[src/assert_macros.svh]
// ---------------------------------------------------------------------------
// Assertion macros
// Clocked concurrent checks on i_clk, held off while i_rst_n is low.
// ---------------------------------------------------------------------------
`ifndef ASSERT_MACROS_SVH
`define ASSERT_MACROS_SVH

// ante true implies cons in the same cycle
`define AST_IMP(lbl, ante, cons, msg) \
    lbl: assert property (@(posedge i_clk) disable iff (!i_rst_n) (ante) |-> (cons)) \
        else $error(msg);

// ante true implies cons in the next cycle
`define AST_NEXT(lbl, ante, cons, msg) \
    lbl: assert property (@(posedge i_clk) disable iff (!i_rst_n) (ante) |=> (cons)) \
        else $error(msg);

`endif

[src/anbsf_pkg.sv]
`timescale 1ns / 1ps
// ---------------------------------------------------------------------------
// anbsf_pkg
// Types, constants and NAL header helpers for the Annex-B NAL splitter.
// ---------------------------------------------------------------------------
package anbsf_pkg;

    localparam int MAX_RES    = 5;               // results one word can cause
    localparam int NRES_W     = $clog2(MAX_RES + 1);
    localparam int HOLD_DEPTH = 4;
    localparam int HC_W       = $clog2(HOLD_DEPTH + 1);
    localparam int FIFO_DEPTH = 8;
    localparam int PTR_W      = $clog2(FIFO_DEPTH);
    localparam int CNT_W      = $clog2(FIFO_DEPTH + 1);

    localparam logic CODEC_H264 = 1'b0;
    localparam logic CODEC_H265 = 1'b1;

    localparam logic [1:0] ROUTE_VPS = 2'd0;
    localparam logic [1:0] ROUTE_SPS = 2'd1;
    localparam logic [1:0] ROUTE_PPS = 2'd2;
    localparam logic [1:0] ROUTE_FWD = 2'd3;    // also "no parameter role"

    localparam logic [5:0] H264_SEI   = 6'd6;
    localparam logic [5:0] H264_SPS   = 6'd7;
    localparam logic [5:0] H264_PPS   = 6'd8;
    localparam logic [5:0] H265_VPS   = 6'd32;
    localparam logic [5:0] H265_SPS   = 6'd33;
    localparam logic [5:0] H265_PPS   = 6'd34;
    localparam logic [5:0] H265_SEI_P = 6'd39;
    localparam logic [5:0] H265_SEI_S = 6'd40;

    typedef struct packed {
        logic [7:0] out_byte;
        logic [5:0] nal_type;
        logic [1:0] route;
        logic       nal_first;
        logic       nal_last;
        logic       params_due;
        logic       run_last;
    } t_res;

    function automatic logic [5:0] nal_type_of(input logic mode, input logic [7:0] hdr);
        return (mode == CODEC_H265) ? hdr[6:1] : {1'b0, hdr[4:0]};
    endfunction

    function automatic logic [1:0] param_role(input logic mode, input logic [5:0] t);
        logic [1:0] r;
        r = ROUTE_FWD;
        if (mode == CODEC_H265) begin
            if (t == H265_VPS) r = ROUTE_VPS;
            if (t == H265_SPS) r = ROUTE_SPS;
            if (t == H265_PPS) r = ROUTE_PPS;
        end else begin
            if (t == H264_SPS) r = ROUTE_SPS;
            if (t == H264_PPS) r = ROUTE_PPS;
        end
        return r;
    endfunction

    function automatic logic not_forwarded(input logic mode, input logic [5:0] t);
        if (mode == CODEC_H265)
            return (t == H265_VPS) || (t == H265_SPS) || (t == H265_PPS) ||
                   (t == H265_SEI_P) || (t == H265_SEI_S);
        return (t == H264_SEI) || (t == H264_SPS) || (t == H264_PPS);
    endfunction

endpackage

[src/annexb_nal_splitter_filter.sv]
`timescale 1ns / 1ps
`include "assert_macros.svh"
// ---------------------------------------------------------------------------
// annexb_nal_splitter_filter
// Splits an Annex-B byte stream into NAL units, strips start codes and
// routes parameter sets to capture or units to the muxer.
// ---------------------------------------------------------------------------
//  channel   direction  handshake                  payload
//  in        sink       i_in_valid / o_in_stall    i_in_byte, i_packet_end
//  out       source     o_out_valid / i_out_stall  o_out_byte .. o_run_last
//  cfg       sink       i_cfg_we                   i_cfg_wdata (codec mode)
//
//  One input word per cycle unless stalled; accepted words are registered first.
//  A word emits 0 to 5 results into an 8-entry result queue, read out one per
//  unstalled output cycle; input stalls if a word waits and over 3 are queued.
//  Synchronous active-low reset clears control state only; no clearing pass.
//  Output payload comes straight from the queue head and holds under stall.
// ---------------------------------------------------------------------------
module annexb_nal_splitter_filter (
    input  logic       i_clk,
    input  logic       i_rst_n,
    input  logic       i_cfg_we,
    input  logic       i_cfg_wdata,
    input  logic       i_in_valid,
    output logic       o_in_stall,
    input  logic [7:0] i_in_byte,
    input  logic       i_packet_end,
    output logic       o_out_valid,
    input  logic       i_out_stall,
    output logic [7:0] o_out_byte,
    output logic [5:0] o_nal_type,
    output logic [1:0] o_route,
    output logic       o_nal_first,
    output logic       o_nal_last,
    output logic       o_params_due,
    output logic       o_run_last
);
    import anbsf_pkg::*;

    logic              r_mode;
    logic              r_in_valid;
    logic [7:0]        r_in_byte;
    logic              r_in_end;

    logic [7:0]        r_hold [HOLD_DEPTH];
    logic [HC_W-1:0]   r_hc;
    logic              r_inside;
    logic              r_hdr_pend;
    logic [5:0]        r_type;
    logic [1:0]        r_route;
    logic              r_kept;
    logic              r_have_sps;
    logic              r_have_pps;
    logic              r_ready;
    logic              r_sent;

    t_res              r_fifo [FIFO_DEPTH];
    logic [PTR_W-1:0]  r_wptr;
    logic [PTR_W-1:0]  r_rptr;
    logic [CNT_W-1:0]  r_cnt;

    logic              w_go;
    logic              w_accept;
    logic              w_pop;

    logic              hdr_take;
    logic [5:0]        e_type;
    logic [1:0]        e_route;
    logic [1:0]        e_role;
    logic              e_kept;
    logic              e_sps;
    logic              e_pps;
    logic              e_ready;
    logic              is_end;
    logic              is_sc;
    logic              three_zero;
    logic [HC_W-1:0]   content;
    logic              emit_ok;
    logic [NRES_W-1:0] n_res;
    logic [7:0]        ext [MAX_RES];
    t_res              res [MAX_RES];
    logic              n_sent;

    // queue leaves room for a worst-case word before the step runs
    assign w_go       = r_in_valid && (r_cnt <= CNT_W'(FIFO_DEPTH - MAX_RES));
    assign o_in_stall = r_in_valid && !w_go;
    assign w_accept   = i_in_valid && !o_in_stall;
    assign o_out_valid = (r_cnt != '0);
    assign w_pop      = o_out_valid && !i_out_stall;

    always_comb begin
        hdr_take = r_inside && (r_hc == '0);
        e_type   = r_type;
        e_route  = r_route;
        e_kept   = r_kept;
        e_sps    = r_have_sps;
        e_pps    = r_have_pps;
        e_ready  = r_ready;
        e_role   = param_role(r_mode, nal_type_of(r_mode, r_in_byte));
        if (hdr_take) begin
            e_type  = nal_type_of(r_mode, r_in_byte);
            e_route = ROUTE_FWD;
            e_kept  = 1'b0;
            if (!r_ready) begin
                if (e_role != ROUTE_FWD) begin
                    e_route = e_role;
                    e_kept  = 1'b1;
                    if (e_role == ROUTE_SPS) e_sps = 1'b1;
                    if (e_role == ROUTE_PPS) e_pps = 1'b1;
                    e_ready = e_sps && e_pps;
                end
            end else begin
                e_kept = !not_forwarded(r_mode, e_type);
            end
        end

        // start code ends on this 01 byte; the two or three zeros are held
        is_end = r_in_end;
        is_sc  = !r_in_end && (r_in_byte == 8'h01) &&
                 (((r_hc == HC_W'(2)) && (r_hold[0] == 8'h00) && (r_hold[1] == 8'h00)) ||
                  ((r_hc == HC_W'(3)) && (r_hold[1] == 8'h00) && (r_hold[2] == 8'h00)) ||
                  ((r_hc == HC_W'(4)) && (r_hold[2] == 8'h00) && (r_hold[3] == 8'h00)));
        three_zero = ((r_hc == HC_W'(3)) && (r_hold[0] == 8'h00)) ||
                     ((r_hc == HC_W'(4)) && (r_hold[1] == 8'h00));
        content = r_hc - (three_zero ? HC_W'(3) : HC_W'(2));

        emit_ok = r_inside && e_kept;
        n_res   = '0;
        if (emit_ok) begin
            priority if (is_end)
                n_res = NRES_W'(r_hc) + NRES_W'(1);
            else if (is_sc)
                n_res = NRES_W'(content);
            else if (r_hc == HC_W'(HOLD_DEPTH))
                n_res = NRES_W'(1);
        end

        for (int j = 0; j < HOLD_DEPTH; j++) ext[j] = r_hold[j];
        ext[MAX_RES-1] = r_in_byte;
        for (int j = 0; j < MAX_RES; j++) begin
            res[j].out_byte   = (HC_W'(j) < r_hc) ? ext[j] : r_in_byte;
            res[j].nal_type   = e_type;
            res[j].route      = e_route;
            res[j].nal_first  = (j == 0) && r_hdr_pend;
            res[j].run_last   = (NRES_W'(j + 1) == n_res);
            res[j].nal_last   = (is_end || is_sc) && (NRES_W'(j + 1) == n_res);
            res[j].params_due = (e_route == ROUTE_FWD) && !r_sent;
        end

        n_sent = r_sent ||
                 (emit_ok && (e_route == ROUTE_FWD) &&
                  (is_end || (is_sc && (content != '0))));
    end

    always_ff @(posedge i_clk) begin
        if (!i_rst_n) begin
            r_mode     <= CODEC_H264;
            r_in_valid <= 1'b0;
            r_hc       <= '0;
            r_inside   <= 1'b0;
            r_hdr_pend <= 1'b0;
            r_type     <= '0;
            r_route    <= ROUTE_VPS;
            r_kept     <= 1'b0;
            r_have_sps <= 1'b0;
            r_have_pps <= 1'b0;
            r_ready    <= 1'b0;
            r_sent     <= 1'b0;
            r_wptr     <= '0;
            r_rptr     <= '0;
            r_cnt      <= '0;
        end else begin
            if (i_cfg_we) r_mode <= i_cfg_wdata;

            if (w_accept)  r_in_valid <= 1'b1;
            else if (w_go) r_in_valid <= 1'b0;

            if (w_go) begin
                r_type     <= e_type;
                r_route    <= e_route;
                r_kept     <= e_kept;
                r_have_sps <= e_sps;
                r_have_pps <= e_pps;
                r_ready    <= e_ready;
                r_sent     <= n_sent;
                priority if (is_end) begin
                    r_hc       <= '0;
                    r_inside   <= 1'b0;
                    r_hdr_pend <= 1'b0;
                end else if (is_sc) begin
                    r_hc       <= '0;
                    r_inside   <= 1'b1;
                    r_hdr_pend <= 1'b1;
                end else begin
                    if (r_hc == HC_W'(HOLD_DEPTH)) begin
                        if (r_inside) r_hdr_pend <= 1'b0;
                    end else begin
                        r_hc <= r_hc + HC_W'(1);
                    end
                end
            end

            if (w_go) r_wptr <= r_wptr + PTR_W'(n_res);
            if (w_pop) r_rptr <= r_rptr + PTR_W'(1);
            r_cnt <= r_cnt + (w_go ? CNT_W'(n_res) : CNT_W'(0)) - (w_pop ? CNT_W'(1) : CNT_W'(0));
        end
    end

    // payload registers
    always_ff @(posedge i_clk) begin
        if (w_accept) begin
            r_in_byte <= i_in_byte;
            r_in_end  <= i_packet_end;
        end
        if (w_go && !is_end && !is_sc) begin
            if (r_hc == HC_W'(HOLD_DEPTH)) begin
                for (int k = 0; k < HOLD_DEPTH - 1; k++) r_hold[k] <= r_hold[k+1];
                r_hold[HOLD_DEPTH-1] <= r_in_byte;
            end else begin
                r_hold[r_hc[HC_W-2:0]] <= r_in_byte;
            end
        end
        for (int j = 0; j < MAX_RES; j++) begin
            if (w_go && (NRES_W'(j) < n_res)) r_fifo[r_wptr + PTR_W'(j)] <= res[j];
        end
    end

    assign o_out_byte   = r_fifo[r_rptr].out_byte;
    assign o_nal_type   = r_fifo[r_rptr].nal_type;
    assign o_route      = r_fifo[r_rptr].route;
    assign o_nal_first  = r_fifo[r_rptr].nal_first;
    assign o_nal_last   = r_fifo[r_rptr].nal_last;
    assign o_params_due = r_fifo[r_rptr].params_due;
    assign o_run_last   = r_fifo[r_rptr].run_last;

    `AST_IMP(a_no_overflow, w_go, (r_cnt + CNT_W'(n_res)) <= CNT_W'(FIFO_DEPTH), "result queue overflow")
    `AST_IMP(a_hdr_inside, r_hdr_pend, r_inside, "header pending outside a unit")
    `AST_IMP(a_ready_both, r_ready, r_have_sps && r_have_pps, "params ready without SPS and PPS")
    `AST_NEXT(a_sent_after_ready, r_sent, r_sent && r_ready, "params sent before ready")

endmodule

[config.mk]
export PLATFORM = sky130hd
export DESIGN_NAME = annexb_nal_splitter_filter
export DESIGN_NICKNAME = d
export VERILOG_FILES = /design/src/anbsf_pkg.sv /design/src/annexb_nal_splitter_filter.sv
export VERILOG_INCLUDE_DIRS = /design/src /design/src/src
export SDC_FILE = /design/constraint.sdc
export NUM_CORES = 1
export LEC_CHECK = 0
export BUFFER_PORTS_ARGS = -buffer_cell sky130_fd_sc_hd__buf_2
export CAP_MARGIN = 40
export CORE_AREA = 2 2 212 214
export DETAILED_ROUTE_END_ITERATION = 16
export DIE_AREA = 0 0 214 216
export HOLD_SLACK_MARGIN = 0.03
export PLACE_DENSITY_LB_ADDON = 0.3
export SETUP_SLACK_MARGIN = 0.2
export SYNTH_ARGS = -nofsm -noshare
export SYNTH_HDL_FRONTEND = slang
export SYNTH_SLANG_ARGS = --single-unit
[constraint.sdc]
create_clock -name i_clk -period 5.45 [get_ports i_clk]
set_clock_uncertainty 0.15 [all_clocks]
set_input_delay 0.2725 -clock i_clk [delete_from_list [all_inputs] [get_ports i_clk]]
set_output_delay 0.2725 -clock i_clk [all_outputs]
set_load 0.01 [all_outputs]
# Yosys cells after proc, flatten, opt, wreduce, memory -nomap -nowiden
# Memories as Yosys holds them, arrays and structs flattened. A register that Yosys moved wholly into a read port is not among the register bits.
# Index checks and enable logic that the tools add are counted.
# word_totals
output_inout_bits	22
inputBits	15
memories	2
ram_bits	192
word_cells	205
ff_bits	39
# classes
eq_ne	22
add_sub_neg	10
order_cmp	10
n_reduce_logical	69
bitwise	1
n_mux	74
# memory_table
name	words	width	read_ports	rd_ports_with_merged_regs	wr	line	text
r_fifo	8	20	1	1	5	annexb_nal_splitter_filter.sv:57	t_res r_fifo [FIFO_DEPTH];
r_hold	4	8	4	0	4	annexb_nal_splitter_filter.sv:45	logic [7:0] r_hold [HOLD_DEPTH];
# op_table
cell	count
$mux W1	48
$mux W8	5
$logic_and A1 B1 Y1	33
$logic_not A8 Y1	4
$eq A6 B6 Y1 const B	5
$mux W3	9
$mux W2	10
$eq A6 B3 Y1 const B	2
$logic_or A1 B1 Y1	12
$lt A1 B3 Y1 const A	4
$lt A2 B3 Y1 const A	4
$mux W6	2
$add A3 B1 Y3 const B	3
$reduce_bool A3 Y1	3
$eq A8 B1 Y1 const B	1
$reduce_or A8 Y1	1
$logic_not A1 Y1	7
$add A3 B2 Y3 const B	2
$eq A2 B3 Y1 const A	2
$eq A3 B2 Y1 const B	2
$eq A3 B3 Y1 const A	2
$eq A6 B4 Y1 const B	1
$reduce_and A2 Y1	3
$add A4 B3 Y4	1
18 further kinds	20

# Depth between registers and ports, before layout
# logic_depth
depth_word	19
depth_mapped	21
mapped_depth_nobuf	19

# Worst setup path after synthesis
# OpenSTA, ideal clock, no wires.
# synth_path
path_kind	reg2reg
start	register r_hc[2]
end	memory r_fifo[2][0] in the netlist's numbering (enable)
period_less_slack_ps	4506
arrival_ps	3982
path_slack_ps	944
path_buffers	4
setup_ps	374
required_ps	4926
stages_incl_launch_ff	18
cell_sequence	dfxtp_1 > clkbuf_1 > clkbuf_1 > nand2_1 > o32ai_1 > ha_1 > inv_1 > ha_1 > xor2_1 > or4_1 > and3_1 > buf_6 > nor3_4 > inv_2 > buf_6 > o32ai_2 > nor4_4 > inv_1
# synth_lines
item	line	text
from (decl)	annexb_nal_splitter_filter.sv:46	logic [HC_W-1:0] r_hc;
from (signal assigned)	annexb_nal_splitter_filter.sv:198	r_hc <= r_hc + HC_W'(1);
to (decl)	annexb_nal_splitter_filter.sv:57	

==> summary.txt <==
Synth
  – Leading area contributor after synthesis: edfxtp_1
  – Mapped cell area: 0.0139 mm2
  – Mux contribution to synthesized area: 13.8%
  – Most used DFF post-synth: edfxtp_1
  – Asr flop ratio synth: 0%
  – Yosys reg bits: 234
  – Top cells by area, synth: edfxtp_1, mux4_2, dfxtp_1
  – Sequential element share of the synthesized area: 47.7%
  – Post-synthesis cell count: approximately 1.3k
  – Post-Synth Simple-Gate Area: 17.2%
  – Synth cell count leaders: edfxtp_1, nor2_1, nand2_1, mux2_2, clkbuf_1
  – Syn_nets: 1283
  – Synth Area in Compound Gates: between 10% and 20%
  – Largest family of logic cells by synthesized area: simple AND/OR/NAND/NOR gates
  – Mapped Avg Cell Area: roughly 11 um2
  – Post-synth top area share: 41.8%
  – Synth Warn #: 0
  – Top-count cell post-synth: edfxtp_1
  – Post-Synth XOR/XNOR Area: 0.758%
  – Synth cell types: a little over 80
  – EDFF count, synth: just under 200
  – Adder-cell share of the synthesized area: under 10%

Power
  – Switching power: 1320 uW
  – Clock share of power: 38.4%
  – Internal power: 3260 uW
  – Switch share: between 20% and 30%
  – Pwr Density: 285 mW/mm2
  – Comb pwr share: between 10% and 20%
  – Sequential share of power: 43.6%
  – Leakage power: 0.00488 uW
  – Maximum vdd drop: 0.211 mV

Drt
  – Via density: 5.95
  – First DRT Iteration DRCs: between 1.5k and 2k
  – DR DRC count: 0
  – Routed len/inst: ~25 um
  – Post-Route WL: between 40 and 50 mm
  – Final antenna-violating net count: 0
  – Vias post-DR: 11.6k
  – Drt pass-1 iters: 7

Worst setup path
  – Reg2Reg Launch Point: r_hc[0]$_SDFFE_PN0P_
  – Slowest Stage Delay on Critical Path: 0.56 ns
  – Delay-heaviest family, CP: simple AND/OR/NAND/NOR gates
  – Worst path cell trace: inv_1 -> ha_1 -> nand2_1 -> o32ai_1 -> ha_1 -> inv_1 -> ha_1 -> xor2_1 -> or4_1 -> and3_1 -> nor3_4 -> inv_2 -> a21oi_1 -> nor4_2 -> inv_1 -> buf_4
  – Startpoint types: flop
  – R2R setup slack: 0.50 ns
  – Reg-to-Reg End: r_fifo[7][0]$_DFFE_PP_
  – CP Data Arrival Time: 5.02 ns
  – Kind of critical path: flop to flop
  – Worst path buffer plus inverter count: 5
  – R2R depth: 16
  – Critical Path Fanout Max: 19
  – Slowest CP cell: a21oi_1
  – WP data required: 5.52 ns
  – Worst Setup End Kind: flop

Layout
  – Final Instance Area: 0.0161 mm2
  – Layout overhead on the synthesized area: 15.9%
  – Fraction of final layout cells with drive strength greater than 1: ~23%
  – Non-filler cells, final: 1943
  – Final nets: 1363

Placed design
  – GP Congestion: 1.02
  – Cells after DPL: around 1.9k
  – Pre-CTS setup slack: a little over 0.6 ns
  – IO buf count: 36
  – Placed Area: approximately 0.015 mm2
  – Post-DP HPWL: 35.9 mm

Floorplan
  – Num ports: 37
  – Row Count: 77
  – Die height: 216 um
  – Initial Utilization: between 30% and 40%
  – Chip width: around 210 um
  – Die area: 0.0462 mm2
  – Core Region: roughly 0.044 mm2

STA
  – Period utilisation layout: between 90% and 100%
  – Worst-Margin Slew: around 0.95 ns
  – Final TNS setup: 0 ns
  – Endpoints failing hold: 0
  – Final setup vio count: 0
  – Slack of the critical path: 0.500 ns
  – Max Freq: just over 200 MHz
  – Post-layout min period: 4.95 ns
  – Final slew viol count: 0
  – Unrepaired setup endpoints after global routing: false
  – Worst slew margin: 36.6%

Clock network
  – CTS resizes: 0
  – Root buffer cell: clkbuf_16
  – CTS max path bufs: 3
  – Post-CTS Setup Bufs: 0
  – Worst-Skew Late Latency: 0.58 ns
  – CTS clk-pin slew, worst paths: 0.06 ns
  – TritonCTS clock tree: done
  – Clock sinks: 234
  – H-tree levels: 1
  – Num CTS Buffers: 27

Job
  – Max Cap Viol: 0

Global route
  – Pin count of the biggest net entering global routing: 41
  – Global-route wire length before repair: between 70 and 80 mm
  – Antenna violations before repair: 1
  – GRT Overall Usage: 21.1%
  – Vias in the first global route: ~11k
  – Grt ovf: 0

Min path
  – Worst hold path cell count: 2
  – Min-delay src: i_rst_n
  – Class of the worst hold path: primary input to flop
  – Hold path endpoint: r_in_valid$_SDFFE_PN0P_

Outcome
  – Status: completed
final cells by class:
cell class	instances	area, um2
flip-flops and latches	234	6620
inverters	30	113
multi-input cells	906	6820
diodes	1	2.50
clock inverters	11	108
well taps	592	741
fillers	4312	27700
repair buffers	132	938
clock buffers	37	744
registers in the layout, indices dropped and copies added (netlist names), 2 cells and up, named ones only:
signal and count:
r_rptr 3, r_type 6, r_hc 3, r_hold 32, r_route 2, r_cnt 4
r_fifo 160, r_wptr 3, r_in_byte 8
metrics by stage:
stage | util, % | power (uW) | hold slack (ns)
2_1_floorplan | - | 2570 | 0.221
3_3_place_gp | 34.3 | 2820 | 0.299
3_5_place_dp | 34.5 | 2840 | 0.301
4_1_cts | 36.7 | 4610 | 0.0687
5_1_grt | 36.7 | 4750 | 0.0921
6_report | 36.7 | 4590 | 0.0655
worst max path at each step:
stage | from | endpoint | slack (ns) | cells after the start
global route | r_hc[0]$_SDFFE_PN0P_ | r_fifo[7][0]$_DFFE_PP_ | 0.22 | 16
CTS | r_hc[0]$_SDFFE_PN0P_ | r_fifo[1][19]$_DFFE_PP_ | 0.59 | 18
detailed placement | r_hc[0]$_SDFFE_PN0P_ | r_fifo[1][14]$_DFFE_PP_ | 0.61 | 18
floorplan | r_hc[2]$_SDFFE_PN0P_ | r_fifo[2][0]$_DFFE_PP_ | 0.94 | 17
global placement | r_hold[1][4]$_DFFE_PP_ | r_fifo[7][11]$_DFFE_PP_ | 0.67 | 14
finish | r_hc[0]$_SDFFE_PN0P_ | r_fifo[7][0]$_DFFE_PP_ | 0.50 | 16
power groups by stage:
stage	sequential, uW	clock, uW	combinational (uW)
5_1_grt	2010	1860	879
6_report	2000	1760	826
2_1_floorplan	2020	0	548
3_5_place_dp	2040	0	802
4_1_cts	2000	1790	815
3_3_place_gp	2080	0	734
placed cells by master, fill, tap and decap left out, types with 9 or more instances in the layout:
| master | n |
|---|---|
| a31oi_1 | 11 |
| nor4_1 | 17 |
| a222oi_1 | 10 |
| o211a_1 | 9 |
| a221o_1 | 15 |
| a221oi_1 | 32 |
| mux4_2 | 40 |
| buf_4 | 79 |
| inv_1 | 28 |
| nor3_1 | 23 |
| a22oi_1 | 37 |
| nor2_1 | 150 |
| ha_1 | 15 |
| o21ai_0 | 29 |
| a21oi_1 | 36 |
| nor4_2 | 12 |
| nand3_1 | 48 |
| mux2i_1 | 21 |
| nand2_1 | 103 |
| nand4_1 | 11 |
| clkbuf_16 | 28 |
| nor2b_1 | 10 |
| and2_1 | 17 |
| mux2_2 | 71 |
| edfxtp_1 | 193 |
| buf_2 | 39 |
| a211oi_1 | 11 |
| dlygate4sd3_1 | 13 |
| dfxtp_1 | 39 |
| or3_1 | 11 |
| and3_1 | 19 |
| o31ai_1 | 21 |
timing repair:
item	CTS	global route
setup endpoints to repair	0	0
endpoints found under the hold margin	13	0
hold buffers	13	0
per-layer routing:
| metal | global-route usage [%] | up-vias | wire length (um) |
|---|---|---|---|
| met5 | 0 | - | 0 |
| met3 | 3.74 | 127 | 4560 |
| met4 | 7.86 | 0 | 1870 |
| li1 | - | 5102 | - |
| met1 | 29.6 | 5701 | 21100 |
| met2 | 32.6 | 627 | 21700 |
cells by family (layout without fill, tap and decap cells):
logic type / after synthesis / in the layout
AO/OA/AOI/OAI: 283 / 283
AND/OR/NAND/NOR: 461 / 461
buffers and inverters: 111 / 210
multiplexers: 132 / 132
flip-flops: 234 / 234
other: 0 / 1
adder cells (fa/ha/maj): 18 / 18
XOR/XNOR: 12 / 12
Note: power is estimated with default switching activity, not from simulation.
